===== config.mk =====
export PLATFORM = sky130hd
export DESIGN_NAME = ste_cell
export DESIGN_NICKNAME = d
export VERILOG_FILES = /design/src/hw/rtl/assert_macros.svh /design/src/hw/rtl/ste_pkg.sv /design/src/hw/rtl/ste_cell.sv
export SDC_FILE = /design/constraint.sdc
export NUM_CORES = 1
export LEC_CHECK = 0
export ABC_AREA = 1
export ABC_CLOCK_PERIOD_IN_PS = 3330
export BUFFER_PORTS_ARGS = -buffer_cell sky130_fd_sc_hd__buf_2
export CELL_PAD_IN_SITES_DETAIL_PLACEMENT = 0
export CELL_PAD_IN_SITES_GLOBAL_PLACEMENT = 1
export CORE_MARGIN = 1.5
export CORE_UTILIZATION = 31
export DETAILED_ROUTE_END_ITERATION = 10
export GPL_TIMING_DRIVEN = 1
export HOLD_SLACK_MARGIN = 0.02
export PLACE_DENSITY = 0.85
export SLEW_MARGIN = 20
export SYNTH_ARGS = -nofsm -noshare
export SYNTH_HDL_FRONTEND = slang
export SYNTH_SLANG_ARGS = --single-unit

===== constraint.sdc =====
create_clock -name clk -period 3.33 [get_ports clk]
set_input_delay 0.1665 -clock clk [delete_from_list [all_inputs] [get_ports clk]]
set_output_delay 0.1665 -clock clk [all_outputs]
set_load 0.03 [all_outputs]

===== src/hw/rtl/assert_macros.svh =====
// Assertion macros shared by the RTL of the sorted table engine.
// Simulation builds get the checks; synthesis builds get empty bodies.
`ifndef ASSERT_MACROS_SVH
`define ASSERT_MACROS_SVH

`ifndef SYNTHESIS

// Property that must hold at every clock edge out of reset.
`define ASSERT_CLK(lbl, clk, rst, prop) \
  lbl: assert property (@(posedge clk) disable iff (rst) (prop)) \
    else $error("assertion failed");

// Same-cycle implication.
`define ASSERT_IMPL(lbl, clk, rst, ante, cons) \
  lbl: assert property (@(posedge clk) disable iff (rst) (ante) |-> (cons)) \
    else $error("assertion failed");

// Next-cycle implication.
`define ASSERT_NEXT(lbl, clk, rst, ante, cons) \
  lbl: assert property (@(posedge clk) disable iff (rst) (ante) |=> (cons)) \
    else $error("assertion failed");

`else

`define ASSERT_CLK(lbl, clk, rst, prop)
`define ASSERT_IMPL(lbl, clk, rst, ante, cons)
`define ASSERT_NEXT(lbl, clk, rst, ante, cons)

`endif

`endif


===== src/hw/rtl/ste_pkg.sv =====
// Types and codes shared by the sorted table engine core and its cells.
// No dependencies.
`timescale 1ns / 1ps
`default_nettype none

package ste_pkg;

  typedef enum logic [2:0] {
    REQ_INSERT     = 3'd0,
    REQ_FIND       = 3'd1,
    REQ_REMOVE_KEY = 3'd2,
    REQ_REMOVE_IDX = 3'd3,
    REQ_GET_IDX    = 3'd4,
    REQ_TRUNCATE   = 3'd5
  } req_code_t;

  typedef enum logic [1:0] {
    STATUS_OK    = 2'd0,
    STATUS_FULL  = 2'd1,
    STATUS_RANGE = 2'd2
  } status_t;

  typedef enum logic [1:0] {
    ST_IDLE,
    ST_SEARCH,
    ST_APPLY
  } ste_state_t;

  typedef enum logic [1:0] {
    CELL_HOLD,
    CELL_INSERT,
    CELL_DELETE
  } cell_op_t;

  typedef struct packed {
    cell_op_t op;
    logic     signed_mode;
  } cell_cmd_t;

  typedef struct packed {
    logic lt;
    logic gt;
  } cmp_flags_t;

  typedef struct packed {
    logic [2:0]  req_type;
    logic [31:0] key;
    logic [6:0]  index;
  } ste_req_t;

  typedef struct packed {
    logic [1:0]  status;
    logic        found;
    logic [31:0] data;
    logic [5:0]  position;
    logic [6:0]  count;
  } ste_rsp_t;

endpackage

`default_nettype wire


===== src/hw/rtl/ste_cell.sv =====
// One slot of the sorted table: holds a key, compares it against the
// request key and shifts with its neighbors. Depends on ste_pkg.
`timescale 1ns / 1ps
`default_nettype none

module ste_cell #(
  parameter int INDEX     = 0,
  parameter int KEY_WIDTH = 32,
  parameter int POS_W     = 6
) (
  input  wire                   clk,
  input  ste_pkg::cell_cmd_t    cmd,
  input  wire [POS_W-1:0]       pos,
  input  wire [KEY_WIDTH-1:0]   key,
  input  wire [KEY_WIDTH-1:0]   left_value,
  input  wire [KEY_WIDTH-1:0]   right_value,
  output logic [KEY_WIDTH-1:0]  value,
  output ste_pkg::cmp_flags_t   flags
);

  import ste_pkg::*;

  localparam logic [POS_W-1:0] MY_POS = POS_W'(INDEX);

  logic [KEY_WIDTH-1:0] sign_flip;
  logic [KEY_WIDTH-1:0] own_ord;
  logic [KEY_WIDTH-1:0] key_ord;

  // Flip the sign bit so signed order becomes unsigned order.
  assign sign_flip = KEY_WIDTH'(cmd.signed_mode) << (KEY_WIDTH - 1);
  assign own_ord   = value ^ sign_flip;
  assign key_ord   = key ^ sign_flip;

  assign flags.lt = own_ord < key_ord;
  assign flags.gt = own_ord > key_ord;

  always_ff @(posedge clk) begin
    case (cmd.op)
      CELL_INSERT: begin
        if (MY_POS > pos) begin
          value <= left_value;
        end else if (MY_POS == pos) begin
          value <= key;
        end
      end
      CELL_DELETE: begin
        if (MY_POS >= pos) begin
          value <= right_value;
        end
      end
      default: begin
      end
    endcase
  end

endmodule

`default_nettype wire


==> impl_metrics.json <==
{
  "largest_register": "value",
  "p_int_w": 0.000675,
  "met1_usage_pct": 15.8,
  "ys_dominant_reg_cell": "edfxtp_1",
  "crit_start": "value[31]",
  "drive_gt1_share_pct": 42.5,
  "fin_crit_sh_pct": 66.9,
  "wl_per_cell_um": 11.1,
  "grtUsageMet3_pct": 2.86,
  "syn_area_sq_mm": 0.00237,
  "syn-mean-instance-area_sq_um": 9.44,
  "clk_path_buf_depth": 2,
  "antenna_found_initial": 0,
  "cts.clk_slew.worst_paths_ns": 0.07,
  "total_power_w": 0.000927,
  "seqPwrFrac_pct": 48.6,
  "grt_pass1_vias": 1979,
  "cts.sinks": 32,
  "power_frac_comb_pct": 19.9,
  "criticalPathCategory": "flip-flop to output pin",
  "grt_max_degree": 64,
  "tightest_slew_ns": 0.918,
  "syn_inst": 251,
  "ioPinCount": 140,
  "cts_setup_buffers": 0,
  "required_ns": 3.16,
  "top_usage_layer": "met2",
  "reg_top3": "value: 32 flops",
  "power.switching_w": 0.000252,
  "finalInstanceArea_sq_mm": 0.00305,
  "drc_errors": 0,
  "nets": 497,
  "syn-num-nets": 389,
  "async_reset_ff_share_pct": 0,
  "grt_pass1_wl_um": 8380,
  "crit_arrival_ns": 2.06,
  "drv_slew": 0,
  "antennaDiodeCount": 0,
  "cts_made_buffers": 5,
  "synth-edff-count": 32,
  "drt_pass1_iterations": 4,
  "num_rows": 31,
  "postRouteWirelength_um": 5100,
  "rsz0062_at_grt": "no",
  "dp.final_hpwl_um": 4010,
  "synth-seq-area-share_pct": 40.5,
  "drt_iter0_drc": 37,
  "status": "finished, final reports clean",
  "hold_violations": 0,
  "final_common_cell": "buf_2",
  "timing.max_cap.violations": 0,
  "setup.worst_path.end_class": "output pin",
  "vias": 2013,
  "core_sq_mm": 0.00733,
  "final-setup-viol-count": 0,
  "pwr-share-clk_pct": 31.5,
  "cts_resized": 0,
  "cts_root_buffer": "clkbuf_8",
  "ant_nets": 0,
  "grtUsageTotal_pct": 12.5,
  "fillers": 739,
  "syn_to_final_growth_pct": 28.9,
  "portBuffers": 107,
  "startpoint_type": "flip-flop",
  "synth_seq_cells": 32,
  "placed_area_sq_mm": 0.00297,
  "gp_congestion": 0.729,
  "cts_max_level": 2,
  "initial_utilization_pct": 32.3,
  "hold_path_class": "input pin to flip-flop",
  "grt_overflow_total": 0,
  "grtUsageMet2_pct": 21.3,
  "hp-start": "right_value[31]",
  "die-width_um": 90.4,
  "synth_cell_types": 24,
  "viasPerCell": 4.39,
  "utilization_pct": 41.7,
  "die_area_sq_mm": 0.00818,
  "largest_reg_flops": 32,
  "final_cell_mix": "107 x buf_2, 39 x inv_1, 37 x nor2_1",
  "total_leakage_power_nw": 1.53,
  "pwr_density_cell_mw_per_mm2": 303,
  "ys_warn_count": 0,
  "slew_headroom_pct": 38.8,
  "ctsHoldBuffers": 0,
  "tritoncts": "built",
  "path_max_fanout": 3,
  "ir_drop_v": 0.000127,
  "fmax_ghz": 0.449,
  "die_h_um": 90.4,
  "switching_share_pct": 27.2,
  "period_minus_slack_ns": 2.23,
  "fin_tns_setup_ns": 0
}
through the flow:
stage          setup WS [ns]  hold WS, ns  instances
2_1_floorplan          0.605        0.384        251
3_3_place_gp            1.38        0.467        451
3_5_place_dp            1.38        0.472        451
4_1_cts                 1.06        0.177        459
5_1_grt                0.882        0.190        459
6_report                1.10        0.185        459
area by class of cell:
cell class	instances	area (sq um)	share of cell area (%)
Clock buffer	5	68.8	2.25
Tap cell	99	124	4.06
Inverter	39	146	4.79
Timing Repair Buffer	108	543	17.8
Multi-Input combinational cell	173	1200	39.2
Sequential cell	32	961	31.5
Clock inverter	3	13.8	0.451
critical path, cell delays in order (launching register included):
cell and delay [ns]:
edfxtp_1 0.40, xor2_1 0.16, ha_1 0.29, nand2_1 0.09, nor2_2 0.12, and2_4 0.17, nand4_2 0.07, nor2_2 0.09
nand2_1 0.06, a21oi_1 0.11, buf_2 0.22
logic make-up (layout without fill, tap and decap cells):
kind of cell	count (synthesis)	after routing	synth area share, %
compound gates	51	51	15.7
mux	2	2	1.27
flops	32	32	40.5
buf+inv	46	155	9.50
fa+ha+maj	32	32	16.9
xor+xnor	2	2	0.739
simple gates	86	86	15.4
cell usage after synthesis (all sizes together) (2+ instances only):
library cell	n	area [sq um]
nand4	3	25.0
nand2	35	131
buf	7	78.8
a21oi	46	339
o21ai	2	10.0
edfxtp	32	961
inv	39	146
o21a	2	15.0
nand3	2	10.0
mux2	2	30.0
ha	32	400
and2	2	15.0
nor2	40	158
layer usage:
metal	vias to the layer above	wire, um
met5	-	0
met4	0	14
met3	2	295
met2	69	2430
met1	885	2360
li1	1057	-
final timing paths:
kind / endpoint / depth (start not counted)
min: value[31] / 2
max: flags[0] / 10
power by group through the flow:
stage               sequential [W]  combinational, W  clock, W
global route              0.000451          0.000210  0.000313
detailed placement        0.000459          0.000187         0
CTS                       0.000450          0.000188  0.000306
global placement          0.000459          0.000182         0
finish                    0.000451          0.000184  0.000292
floorplan                 0.000464          0.000119         0
Power figures use the tool's default switching activity.
